[src/rtl/rc4_pkg.sv]
// Shared constants, operation codes and memory request type of the RC4 engine.
package rc4_pkg;

   localparam int KEY_MAX_BYTES_DEF = 256;
   localparam int PERM_DEPTH        = 256;
   localparam int PERM_AW           = 8;
   localparam int LEN_W             = 9;

   localparam logic [LEN_W-1:0] KEY_LEN_RESET = 9'd16;

   localparam logic [1:0] OP_KEY    = 2'd0;
   localparam logic [1:0] OP_SCHED  = 2'd1;
   localparam logic [1:0] OP_DATA   = 2'd2;
   localparam logic [1:0] OP_UNUSED = 2'd3;

   typedef struct packed {
      logic               we;
      logic [PERM_AW-1:0] addr;
      logic [7:0]         wdata;
   } perm_req_type;

endpackage

[src/rtl/rc4_stream_cipher.sv]
// RC4 engine top level: register port, sequencer and the permutation and key memories.
// A key byte load or an unused op gives its result in the cycle after acceptance; busy stays low.
// A data byte holds busy through states D0 to D5, and a new byte is taken only once its result is out.
// The key schedule fills the permutation in INIT, then runs K0 to K4 per entry; result the cycle after.
// The sequencing is set by the single port of the permutation memory, and no result can be held off.
// Synchronous reset clears the indices and sequencer and sets the key length to 16.
module rc4_stream_cipher
   import rc4_pkg::*;
#(
   parameter int KEY_MAX_BYTES = KEY_MAX_BYTES_DEF,
   localparam int KW = (KEY_MAX_BYTES > 1) ? $clog2(KEY_MAX_BYTES) : 1
) (
   input  logic        clock,
   input  logic        reset,
   input  logic        start,
   output logic        busy,
   input  logic [1:0]  req_op,
   input  logic [7:0]  req_key_slot,
   input  logic [7:0]  req_byte_in,
   input  logic        req_last_in,
   output logic        rsp_valid,
   output logic [7:0]  rsp_byte_out,
   output logic        rsp_is_data,
   output logic        rsp_last_out,
   input  logic        psel,
   input  logic        penable,
   input  logic        pwrite,
   input  logic [2:0]  paddr,
   input  logic [31:0] pwdata,
   output logic [31:0] prdata,
   output logic        pready
);

   logic [LEN_W-1:0] key_length;
   perm_req_type     perm_req;
   logic [7:0]       perm_rdata;
   logic             key_we;
   logic [KW-1:0]    key_addr;
   logic [7:0]       key_wdata;
   logic [7:0]       key_rdata;

   rc4_csr u_csr (
      .clock      (clock),
      .reset      (reset),
      .psel       (psel),
      .penable    (penable),
      .pwrite     (pwrite),
      .paddr      (paddr),
      .pwdata     (pwdata),
      .prdata     (prdata),
      .pready     (pready),
      .key_length (key_length)
   );

   rc4_ram #(
      .WIDTH (8),
      .DEPTH (PERM_DEPTH)
   ) u_perm_ram (
      .clock (clock),
      .we    (perm_req.we),
      .addr  (perm_req.addr),
      .wdata (perm_req.wdata),
      .rdata (perm_rdata)
   );

   rc4_ram #(
      .WIDTH (8),
      .DEPTH (KEY_MAX_BYTES)
   ) u_key_ram (
      .clock (clock),
      .we    (key_we),
      .addr  (key_addr),
      .wdata (key_wdata),
      .rdata (key_rdata)
   );

   rc4_engine #(
      .KEY_MAX_BYTES (KEY_MAX_BYTES)
   ) u_engine (
      .clock        (clock),
      .reset        (reset),
      .start        (start),
      .req_op       (req_op),
      .req_key_slot (req_key_slot),
      .req_byte_in  (req_byte_in),
      .req_last_in  (req_last_in),
      .key_length   (key_length),
      .busy         (busy),
      .perm_req     (perm_req),
      .perm_rdata   (perm_rdata),
      .key_we       (key_we),
      .key_addr     (key_addr),
      .key_wdata    (key_wdata),
      .key_rdata    (key_rdata),
      .rsp_valid    (rsp_valid),
      .rsp_byte_out (rsp_byte_out),
      .rsp_is_data  (rsp_is_data),
      .rsp_last_out (rsp_last_out)
   );

   // Results are only ever presented once the sequencer has returned to idle.
   a_rsp_when_idle: assert property (@(posedge clock) disable iff (reset)
      rsp_valid |-> !busy)
      else $error("result presented while the engine is busy");

   a_quick_ops: assert property (@(posedge clock) disable iff (reset)
      (start && !busy && (req_op == OP_KEY || req_op == OP_UNUSED)) |=> (rsp_valid && !busy))
      else $error("key load item did not complete in one cycle");

   a_data_busy: assert property (@(posedge clock) disable iff (reset)
      (start && !busy && (req_op == OP_DATA || req_op == OP_SCHED)) |=> (busy && !rsp_valid))
      else $error("long item did not raise busy");

   a_perm_quiet: assert property (@(posedge clock) disable iff (reset)
      !busy |-> !perm_req.we)
      else $error("permutation written while idle");

endmodule

[src/rtl/rc4_ram.sv]
// Generic single-port RAM with registered read data.
module rc4_ram #(
   parameter int WIDTH = 8,
   parameter int DEPTH = 256,
   localparam int AW   = (DEPTH > 1) ? $clog2(DEPTH) : 1
) (
   input  logic             clock,
   input  logic             we,
   input  logic [AW-1:0]    addr,
   input  logic [WIDTH-1:0] wdata,
   output logic [WIDTH-1:0] rdata
);

   logic [WIDTH-1:0] mem_ff [DEPTH];

   always_ff @(posedge clock) begin
      if (we) begin
         mem_ff[addr] <= wdata;
      end
      rdata <= mem_ff[addr];
   end

endmodule

[src/rtl/rc4_csr.sv]
// APB-style register block holding the key length.
module rc4_csr
   import rc4_pkg::*;
(
   input  logic             clock,
   input  logic             reset,
   input  logic             psel,
   input  logic             penable,
   input  logic             pwrite,
   input  logic [2:0]       paddr,
   input  logic [31:0]      pwdata,
   output logic [31:0]      prdata,
   output logic             pready,
   output logic [LEN_W-1:0] key_length
);

   logic [LEN_W-1:0] key_length_ff;
   logic [LEN_W-1:0] key_length_in;
   logic             wr_hit;

   assign pready = 1'b1;
   assign wr_hit = psel && penable && pwrite && !paddr[2];

   always_comb begin
      key_length_in = key_length_ff;
      if (wr_hit) begin
         key_length_in = pwdata[LEN_W-1:0];
      end
   end

   always_ff @(posedge clock) begin
      if (reset) begin
         key_length_ff <= KEY_LEN_RESET;
      end else begin
         key_length_ff <= key_length_in;
      end
   end

   assign prdata     = paddr[2] ? 32'd0 : {{(32 - LEN_W){1'b0}}, key_length_ff};
   assign key_length = key_length_ff;

endmodule

[src/rtl/rc4_engine.sv]
// Sequencer and shared byte adder that run the key schedule and the keystream steps.
module rc4_engine
   import rc4_pkg::*;
#(
   parameter int KEY_MAX_BYTES = KEY_MAX_BYTES_DEF,
   localparam int KW = (KEY_MAX_BYTES > 1) ? $clog2(KEY_MAX_BYTES) : 1
) (
   input  logic             clock,
   input  logic             reset,
   input  logic             start,
   input  logic [1:0]       req_op,
   input  logic [7:0]       req_key_slot,
   input  logic [7:0]       req_byte_in,
   input  logic             req_last_in,
   input  logic [LEN_W-1:0] key_length,
   output logic             busy,
   output perm_req_type     perm_req,
   input  logic [7:0]       perm_rdata,
   output logic             key_we,
   output logic [KW-1:0]    key_addr,
   output logic [7:0]       key_wdata,
   input  logic [7:0]       key_rdata,
   output logic             rsp_valid,
   output logic [7:0]       rsp_byte_out,
   output logic             rsp_is_data,
   output logic             rsp_last_out
);

   typedef enum logic [12:0] {
      ST_IDLE = 13'h0001,
      ST_INIT = 13'h0002,
      ST_K0   = 13'h0004,
      ST_K1   = 13'h0008,
      ST_K2   = 13'h0010,
      ST_K3   = 13'h0020,
      ST_K4   = 13'h0040,
      ST_D0   = 13'h0080,
      ST_D1   = 13'h0100,
      ST_D2   = 13'h0200,
      ST_D3   = 13'h0400,
      ST_D4   = 13'h0800,
      ST_D5   = 13'h1000
   } state_type;

   state_type state_ff, state_in;

   logic [7:0]    i_ff, i_in, j_ff, j_in, acc_ff, acc_in;
   logic [7:0]    n_ff, n_in, si_ff, si_in, sj_ff, sj_in;
   logic [7:0]    dbyte_ff, dbyte_in;
   logic          dlast_ff, dlast_in;
   logic [KW-1:0] k_ff, k_in;
   logic          rsp_valid_ff, rsp_valid_in;
   logic [7:0]    rsp_byte_ff, rsp_byte_in;
   logic          rsp_data_ff, rsp_data_in;
   logic          rsp_last_ff, rsp_last_in;

   logic [7:0]       add_a, add_b, add_sum;
   logic [LEN_W-1:0] len_eff;
   logic             k_last;
   logic             slot_ok;

   // Zero length behaves as one; lengths beyond the store saturate.
   always_comb begin
      if (key_length == '0) begin
         len_eff = LEN_W'(1);
      end else if ({1'b0, key_length} > (LEN_W + 1)'(KEY_MAX_BYTES)) begin
         len_eff = LEN_W'(KEY_MAX_BYTES);
      end else begin
         len_eff = key_length;
      end
   end

   assign k_last  = ((LEN_W + 1)'(k_ff) + (LEN_W + 1)'(1)) >= (LEN_W + 1)'(len_eff);
   assign slot_ok = {1'b0, req_key_slot} < 9'(KEY_MAX_BYTES);

   // The one byte adder shared by the K1, K2, D0, D1 and D4 steps of the two sequences.
   always_comb begin
      add_a = acc_ff;
      add_b = si_ff;
      unique case (state_ff)
         ST_K1: begin
            add_a = acc_ff;
            add_b = key_rdata;
         end
         ST_D0: begin
            add_a = i_ff;
            add_b = 8'd1;
         end
         ST_D1: begin
            add_a = j_ff;
            add_b = perm_rdata;
         end
         ST_D4: begin
            add_a = si_ff;
            add_b = sj_ff;
         end
         default: begin
            add_a = acc_ff;
            add_b = si_ff;
         end
      endcase
   end

   assign add_sum = add_a + add_b;

   always_comb begin
      state_in     = state_ff;
      i_in         = i_ff;
      j_in         = j_ff;
      acc_in       = acc_ff;
      n_in         = n_ff;
      k_in         = k_ff;
      si_in        = si_ff;
      sj_in        = sj_ff;
      dbyte_in     = dbyte_ff;
      dlast_in     = dlast_ff;
      rsp_valid_in = 1'b0;
      rsp_byte_in  = 8'd0;
      rsp_data_in  = 1'b0;
      rsp_last_in  = 1'b0;
      perm_req     = '{we: 1'b0, addr: n_ff, wdata: n_ff};
      key_we       = 1'b0;
      key_addr     = k_ff;
      key_wdata    = req_byte_in;

      unique case (state_ff)
         ST_IDLE: begin
            key_addr = req_key_slot[KW-1:0];
            if (start) begin
               unique case (req_op)
                  OP_KEY: begin
                     key_we       = slot_ok;
                     rsp_valid_in = 1'b1;
                  end
                  OP_SCHED: begin
                     state_in = ST_INIT;
                     n_in     = 8'd0;
                     k_in     = '0;
                     acc_in   = 8'd0;
                  end
                  OP_DATA: begin
                     state_in = ST_D0;
                     dbyte_in = req_byte_in;
                     dlast_in = req_last_in;
                  end
                  default: begin
                     rsp_valid_in = 1'b1;
                  end
               endcase
            end
         end
         ST_INIT: begin
            perm_req = '{we: 1'b1, addr: n_ff, wdata: n_ff};
            n_in     = n_ff + 8'd1;
            if (n_ff == 8'hFF) begin
               state_in = ST_K0;
            end
         end
         ST_K0: begin
            state_in = ST_K1;
         end
         ST_K1: begin
            si_in    = perm_rdata;
            acc_in   = add_sum;
            state_in = ST_K2;
         end
         ST_K2: begin
            acc_in        = add_sum;
            perm_req.addr = add_sum;
            state_in      = ST_K3;
         end
         ST_K3: begin
            perm_req = '{we: 1'b1, addr: n_ff, wdata: perm_rdata};
            state_in = ST_K4;
         end
         ST_K4: begin
            perm_req = '{we: 1'b1, addr: acc_ff, wdata: si_ff};
            n_in     = n_ff + 8'd1;
            k_in     = k_last ? '0 : KW'(k_ff + 1'b1);
            if (n_ff == 8'hFF) begin
               i_in         = 8'd0;
               j_in         = 8'd0;
               rsp_valid_in = 1'b1;
               state_in     = ST_IDLE;
            end else begin
               state_in = ST_K0;
            end
         end
         ST_D0: begin
            i_in          = add_sum;
            perm_req.addr = add_sum;
            state_in      = ST_D1;
         end
         ST_D1: begin
            si_in         = perm_rdata;
            j_in          = add_sum;
            perm_req.addr = add_sum;
            state_in      = ST_D2;
         end
         ST_D2: begin
            perm_req = '{we: 1'b1, addr: i_ff, wdata: perm_rdata};
            sj_in    = perm_rdata;
            state_in = ST_D3;
         end
         ST_D3: begin
            perm_req = '{we: 1'b1, addr: j_ff, wdata: si_ff};
            state_in = ST_D4;
         end
         ST_D4: begin
            perm_req.addr = add_sum;
            state_in      = ST_D5;
         end
         ST_D5: begin
            rsp_valid_in = 1'b1;
            rsp_byte_in  = dbyte_ff ^ perm_rdata;
            rsp_data_in  = 1'b1;
            rsp_last_in  = dlast_ff;
            state_in     = ST_IDLE;
         end
         default: begin
            state_in = ST_IDLE;
         end
      endcase
   end

   always_ff @(posedge clock) begin
      if (reset) begin
         state_ff     <= ST_IDLE;
         i_ff         <= 8'd0;
         j_ff         <= 8'd0;
         rsp_valid_ff <= 1'b0;
      end else begin
         state_ff     <= state_in;
         i_ff         <= i_in;
         j_ff         <= j_in;
         rsp_valid_ff <= rsp_valid_in;
      end
   end

   always_ff @(posedge clock) begin
      acc_ff      <= acc_in;
      n_ff        <= n_in;
      k_ff        <= k_in;
      si_ff       <= si_in;
      sj_ff       <= sj_in;
      dbyte_ff    <= dbyte_in;
      dlast_ff    <= dlast_in;
      rsp_byte_ff <= rsp_byte_in;
      rsp_data_ff <= rsp_data_in;
      rsp_last_ff <= rsp_last_in;
   end

   assign busy         = (state_ff != ST_IDLE);
   assign rsp_valid    = rsp_valid_ff;
   assign rsp_byte_out = rsp_byte_ff;
   assign rsp_is_data  = rsp_data_ff;
   assign rsp_last_out = rsp_last_ff;

endmodule
[config.mk]
export PLATFORM = sky130hd
export DESIGN_NAME = rc4_stream_cipher
export DESIGN_NICKNAME = d
export VERILOG_FILES = /design/src/rtl/rc4_pkg.sv /design/src/rtl/rc4_stream_cipher.sv /design/src/rtl/rc4_ram.sv /design/src/rtl/rc4_csr.sv /design/src/rtl/rc4_engine.sv
export SDC_FILE = /design/constraint.sdc
export NUM_CORES = 2
export LEC_CHECK = 0
export BUFFER_PORTS_ARGS = -buffer_cell sky130_fd_sc_hd__buf_2
export CAP_MARGIN = 10
export CELL_PAD_IN_SITES_DETAIL_PLACEMENT = 1
export CELL_PAD_IN_SITES_GLOBAL_PLACEMENT = 1
export CORE_ASPECT_RATIO = 1.4
export CORE_MARGIN = 8
export CORE_UTILIZATION = 50
export CTS_BUF_LIST = sky130_fd_sc_hd__clkbuf_8
export DETAILED_ROUTE_END_ITERATION = 10
export GPL_ROUTABILITY_DRIVEN = 0
export HOLD_SLACK_MARGIN = 0.05
export PLACE_DENSITY = 0.77
export SETUP_SLACK_MARGIN = 0.1
export SLEW_MARGIN = 0
export SYNTH_ARGS = -nofsm -noshare
export SYNTH_HDL_FRONTEND = slang
export SYNTH_SLANG_ARGS = --single-unit
[constraint.sdc]
create_clock -name clock -period 5.8 [get_ports clock]
set_input_delay 1.45 -clock clock [delete_from_list [all_inputs] [get_ports clock]]
set_output_delay 1.45 -clock clock [all_outputs]
set_load 0.1 [all_outputs]
Yosys cells after proc, flatten, opt, wreduce, memory -nomap -nowiden
Memory sizes are Yosys's and may differ from the RTL's. A register that Yosys moved wholly into a read port is not among the register bits.
Index checks and enable logic that the tools add are counted.
W data, S select, Z words.
- reductions and logical operators: 26
- multipliers: 0
- div/mod/pow operators: 0
- eq/ne operators: 22
- shifts and indexed selects: 0
- add/sub/neg operators: 4
- multiplexer cells: 35
- bitwise operators: 1
- $lt $le $gt $ge: 2
- operators with widths (operator ; number):
    $pmux W13 S12 ; 1
    $pmux W8 S2 ; 6
    $pmux W8 S4 ; 2
    $mux W8 ; 5
    $mux W9 ; 3
    $mux W13 ; 2
    $pmux W13 S2 ; 1
    $pmux W8 S3 ; 1
    $add A8 B1 Y8 const B ; 2
    $reduce_and A3 Y1 ; 5
    $eq A13 B1 Y1 const B ; 1
    $eq A13 B10 Y1 const B ; 1
    $eq A13 B11 Y1 const B ; 1
    $eq A13 B12 Y1 const B ; 1
    $eq A13 B13 Y1 const B ; 1
    $eq A13 B2 Y1 const B ; 1
    $eq A13 B3 Y1 const B ; 1
    $eq A13 B4 Y1 const B ; 1
    $eq A13 B5 Y1 const B ; 1
    $eq A13 B6 Y1 const B ; 1
    $eq A13 B7 Y1 const B ; 1
    $eq A13 B8 Y1 const B ; 1
    $eq A13 B9 Y1 const B ; 1
    $ne A13 B1 Y1 const B ; 1
    other kinds (23) ; 48
- memories kept: 2
- output and inout port bits: 45
- input bits: 60
- register bits after elaboration: 98
- bits in read-only memories: 0
- RAM bits: 4096
- latch bits: 0
- memories (memory ; words ; bits a word ; rd ports ; clocked after Yosys merged registers in ; wr ports ; RTL line ; text):
    u_key_ram.mem_ff ; 256 ; 8 ; 1 ; 1 ; 1 ; rc4_ram.sv:14 ; logic [WIDTH-1:0] mem_ff [DEPTH];
    u_perm_ram.mem_ff ; 256 ; 8 ; 1 ; 1 ; 1 ; rc4_ram.sv:14 ;

Longest topological paths before layout
- word-level depth: 6
- depth in mapped cells: 24
- gate-level depth less buffers: 19

By module
Synthesis repeated with hierarchy kept, for this count alone.
- cell total of the unflattened synthesis: 7714
- area, all modules: 162743.6 um^2
- by module, submodules not included (module ; cells each ; area an instance (um^2) ; sequential area each (um^2) ; times used):
    rc4_ram ; 3547 ; 78492.8 ; 61659.1 ; 2
    rc4_engine ; 546 ; 5088.6 ; 2272.2 ; 1
    rc4_csr ; 74 ; 669.4 ; 180.2 ; 1

Worst setup path before layout
No wires, ideal clock.
- path kind: reg2reg
- from: reg u_engine.state_ff[0]
- to: mem u_perm_ram.mem_ff[0][0], data pin
- clock period less this slack: 5941 ps
- cell stages (with the launch flop): 9
- data arrival time: 5119 ps
- slack: -141 ps
- data required time: 4978 ps
- buffers on the path: 2
- cell sequence: dfxtp_1 > clkbuf_1 > or4_1 > clkbuf_1 > nor4_2 > nand2_1 > nand2_1 > a22oi_1 > nand2_1
- RTL lines (element ; RTL line ; text):
    start: declaration ; rc4_engine.sv:45 ; state_type state_ff, state_in;
    start signal: assignment ; rc4_engine.sv:233 ; state_ff <= state_in;
    end: declaration ; rc4_ram.sv:14 ;

Worst setup path in the final report
- from: reg u_engine.state_ff[8]
- to: reg u_key_ram.rdata[3] (read register of u_key_ram.mem_ff)
- cells in the longest elaborated chain, start to end: 2
- RTL lines (element ; RTL line ; text):
    $eq A13 B1 Y1 ; rc4_engine.sv:126 ; unique case (state_ff)
    $mux W8 ; rc4_engine.sv:126 ;
    end: declaration ; rc4_ram.sv:11 ; output logic [WIDTH-1:0] rdata
Every way passes these cells.
A chain may end at the register's enable or synchronous reset.

==> metrics.cfg <==
[outcome]
outcome = finished with violations
violations = max-slew violations, negative setup slack

[yosys]
synth.top_cell.area_share_pct = 74.5
syn_avg_cell_area_um2 = 14.7
synthDistinctLibCells = 89
ys.flop_type = edfxtp_1
ys_ff_latch = 4210
synth_enable_flop_cells = 4145
syn_inst = 11400
yosysTopAreaCell = edfxtp_1
yosys-top-cells-area = edfxtp_1, mux2i_1, nand2_1
yosysSeqAreaShare_pct = 75.3
async_flop_share_pct = 0
yosys_warnings = 0
synth_area_um2 = 167000

[worst_setup_path]
r2r_cells = 15
reg2reg_from = u_engine.state_ff[8]$_SDFFE_PP0P_
r2r_slack_ps = -20
crit_path_max_fanout = 35
crit_type = flip-flop to flip-flop
r2r-end = u_key_ram.rdata[3]$_DFF_P_
critPathRequiredTime_ps = 6680
worstSetupEndpointType = flip-flop
arrival_ps = 6700
critPathLaunchType = flip-flop

[sta]
rsz0062_at_grt = yes
holdWs_ps = 449
fin_crit_sh_pct = 100
fin_crit_ps = 5820
finalWorstSetupSlack_ps = -19.0
maxSlewViolCount = 5
tns_ps = -19.0
relSlewSlack_pct = -2.80
finalHoldViolations = 0
clock_skew_ps = 84.1
max_freq_mhz = 172
tightest_slew_ps = 1540
setup_viol = 1

[clock_tree]
h-tree-depth = 6
path_clk_slew_ps = 70
numCtsBuffers = 625
cts_buffer_depth = 4
hold_buffers = 0
cts_tree = yes
cts.sinks = 4210
clkLatencyLatePin_ps = 1150
clockRootBuffer = clkbuf_8

[grt]
grt_max_degree = 196
grt_usage_pct = 29.6
grt_pass1_wl_mm = 776
grt_pass1_vias = 114000
gr-total-overflow = 0
antenna_found_initial = 30

[layout]
final_nets = 12400
drive_above_1_share_pct = 16.0
synthToLayoutAreaGrowth_pct = 14.8
layoutNonFillerInstCount = 17200
n_fill_cell = 31400

[min_path]
holdPathStages = 1
hp-class = flip-flop to flip-flop
min-delay-start = u_engine.dlast_ff$_DFFE_PP_
hold_end = u_engine.rsp_last_out$_SDFF_PN0_

[floorplanning]
io_pins = 105
start_util_pct = 50.1
die_w_um = 505
die_area_um2 = 353000
coreArea_um2 = 333000
die_y_um = 700
num_rows = 251

[placement]
numPortBuffers = 55
hpwl_mm = 347
dp_cells = 16100

[power]
power.leakage_nw = 66.8
ir_worst_vdd_v = 0.000444
cellPowerDensity_nw_per_um2 = 388

[route]
viasPerCell = 6.24
drtAntennaViolNets = 0
post-route-drc-count = 0
dr.first_iter.drc_count = 10600
routedWlPerCell_um = 31.8
wl_mm = 548
vias = 108000
drt_pre_antenna_iters = 6

[flow_run]
drv_cap = 0

-- cell families (layout without fill, tap and decap cells) --
family                   Yosys count  in the layout  share of synthesized area, %
AO/OA/AOI/OAI                   1182           1183                          4.76
XOR/XNOR                          26             26                         0.141
buffers and inverters            769           2141                          2.03
other                              2             41                       0.00450
flip-flops                      4210           4210                          75.3
multiplexers                    1184           1184                          7.10
adder cells (fa/ha/maj)           22             22                         0.169
AND/OR/NAND/NOR                 3989           3989                          10.5
-- cell type report --
class | instances | area (µm²) | area share, %
antenna | 17 | 42.5 | 0.0222
clock buffer | 650 | 8950 | 4.67
clock inverter | 447 | 2280 | 1.19
inverter | 19 | 71.3 | 0.0372
multi-input combinational | 6428 | 39400 | 20.5
sequential | 4210 | 126000 | 65.6
tap | 4427 | 5540 | 2.89
timing repair buffer | 1025 | 9690 | 5.05
-- how the worst max path moves through the flow --
stage                                           start                           endpoint  slack, ps  cells past startpoint
finish              u_engine.state_ff[8]$_SDFFE_PP0P_         u_key_ram.rdata[3]$_DFF_P_        -20                     15
global route        u_engine.state_ff[8]$_SDFFE_PP0P_        u_perm_ram.rdata[2]$_DFF_P_        -90                     22
CTS                 u_engine.state_ff[4]$_SDFFE_PP0P_        u_perm_ram.rdata[1]$_DFF_P_         70                     19
detailed placement  u_engine.state_ff[4]$_SDFFE_PP0P_        u_perm_ram.rdata[5]$_DFF_P_       -330                     22
global placement    u_engine.state_ff[4]$_SDFFE_PP0P_        u_perm_ram.rdata[4]$_DFF_P_       -480                     22
floorplan           u_engine.state_ff[0]$_SDFFE_PP1P_  u_perm_ram.mem_ff[0][2]$_DFFE_PP_       -140                      8
-- critical path, stage by stage, from the launching register on --
cell     delay [ps]
dfxtp_1         320
or4_4           540
or4_4           510
buf_6           150
or4b_1          700
nand2_1         260
nand2_8         200
buf_12          260
buf_4           260
mux2i_1         200
o22ai_1         110
nor4_1          610
o22ai_1         220
buf_4           210
o21ai_0         610
nand3_1         350
-- cell usage after synthesis (51+ instances only) --
| master | number |
|---|---|
| a211oi_1 | 65 |
| a31oi_1 | 96 |
| edfxtp_1 | 4145 |
| nor4_1 | 154 |
| nor2_1 | 614 |
| dfxtp_1 | 65 |
| buf_2 | 289 |
| nand3_1 | 1001 |
| and3_1 | 127 |
| o22ai_1 | 579 |
| a22oi_1 | 51 |
| mux2i_1 | 1173 |
| a21oi_1 | 114 |
| clkbuf_1 | 326 |
| nand4_1 | 64 |
| nand2_1 | 1875 |
| buf_1 | 100 |
-- stage by stage --
stage	setup slack (ps)	total power (W)	util, %	cell area [µm²]
4_1_cts	72.9	0.0741	57.2	191000
2_1_floorplan	-139	0.0445	-	167000
3_3_place_gp	-485	0.0510	53.7	179000
5_1_grt	-92.1	0.0762	57.5	192000
3_5_place_dp	-327	0.0517	53.7	179000
6_report	-19.0	0.0745	57.5	192000
-- flip-flops by register name, summed over array words and instances, names as in the netlist --
name / count
u_engine.rsp_valid: 1
u_engine.k_ff: 8
u_perm_ram.mem_ff: 2048
u_engine.dbyte_ff: 8
u_engine.dlast_ff: 1
u_engine.sj_ff: 8
u_engine.acc_ff: 8
u_key_ram.mem_ff: 2048
u_key_ram.rdata: 8
u_engine.rsp_last_out: 1
u_engine.rsp_byte_out: 8
u_engine.j_ff: 8
u_engine.rsp_is_data: 1
u_engine.i_ff: 8
u_engine.n_ff: 8
u_csr.key_length: 9
u_engine.state_ff: 13
u_engine.si_ff: 8
u_perm_ram.rdata: 8
-- layer usage --
metal,vias up,routed length (µm),GRT usage [%]
li1,45300,-,-
met1,54900,185000,32.4
met2,5592,272000,50.6
met3,1763,39500,5.29
met4,12,52100,23.7
met5,-,81,0
-- cell usage in the layout, fill, tap and decap left out, types with 24 or more instances in the layout --
cell type and count:
conb_1 24, mux2i_1 1162, buf_12 141, nor4_1 121, edfxtp_1 4145, nor2_2 27
buf_4 799, a211oi_1 59, o21ai_0 41, a22oi_1 49, clkinv_1 126, inv_1 224
o22ai_1 579, and3_1 127, dfxtp_1 64, nand4_1 64, nor2b_1 26, nor4_2 29
buf_2 48, a31oi_1 89, nor2_1 581, clkinv_2 67, clkbuf_8 658, a311oi_1 31
nand2_1 1862, a21oi_1 103, nand3_1 984
-- report_power, final --
part | internal (W) | switching (W) | total (W)
Sequential | 0.0339 | 0.000156 | 0.0341
Clock | 0.0110 | 0.0116 | 0.0226
Combinational | 0.00611 | 0.0117 | 0.0178
-- what timing repair did --
action,CTS,global route
pin swaps,20,33
setup endpoints to repair,254,475
resized for setup,86,153
cloned,1,4
hold endpoints to repair,0,0
setup buffers,16,18
Power figures use the tool's default switching activity.
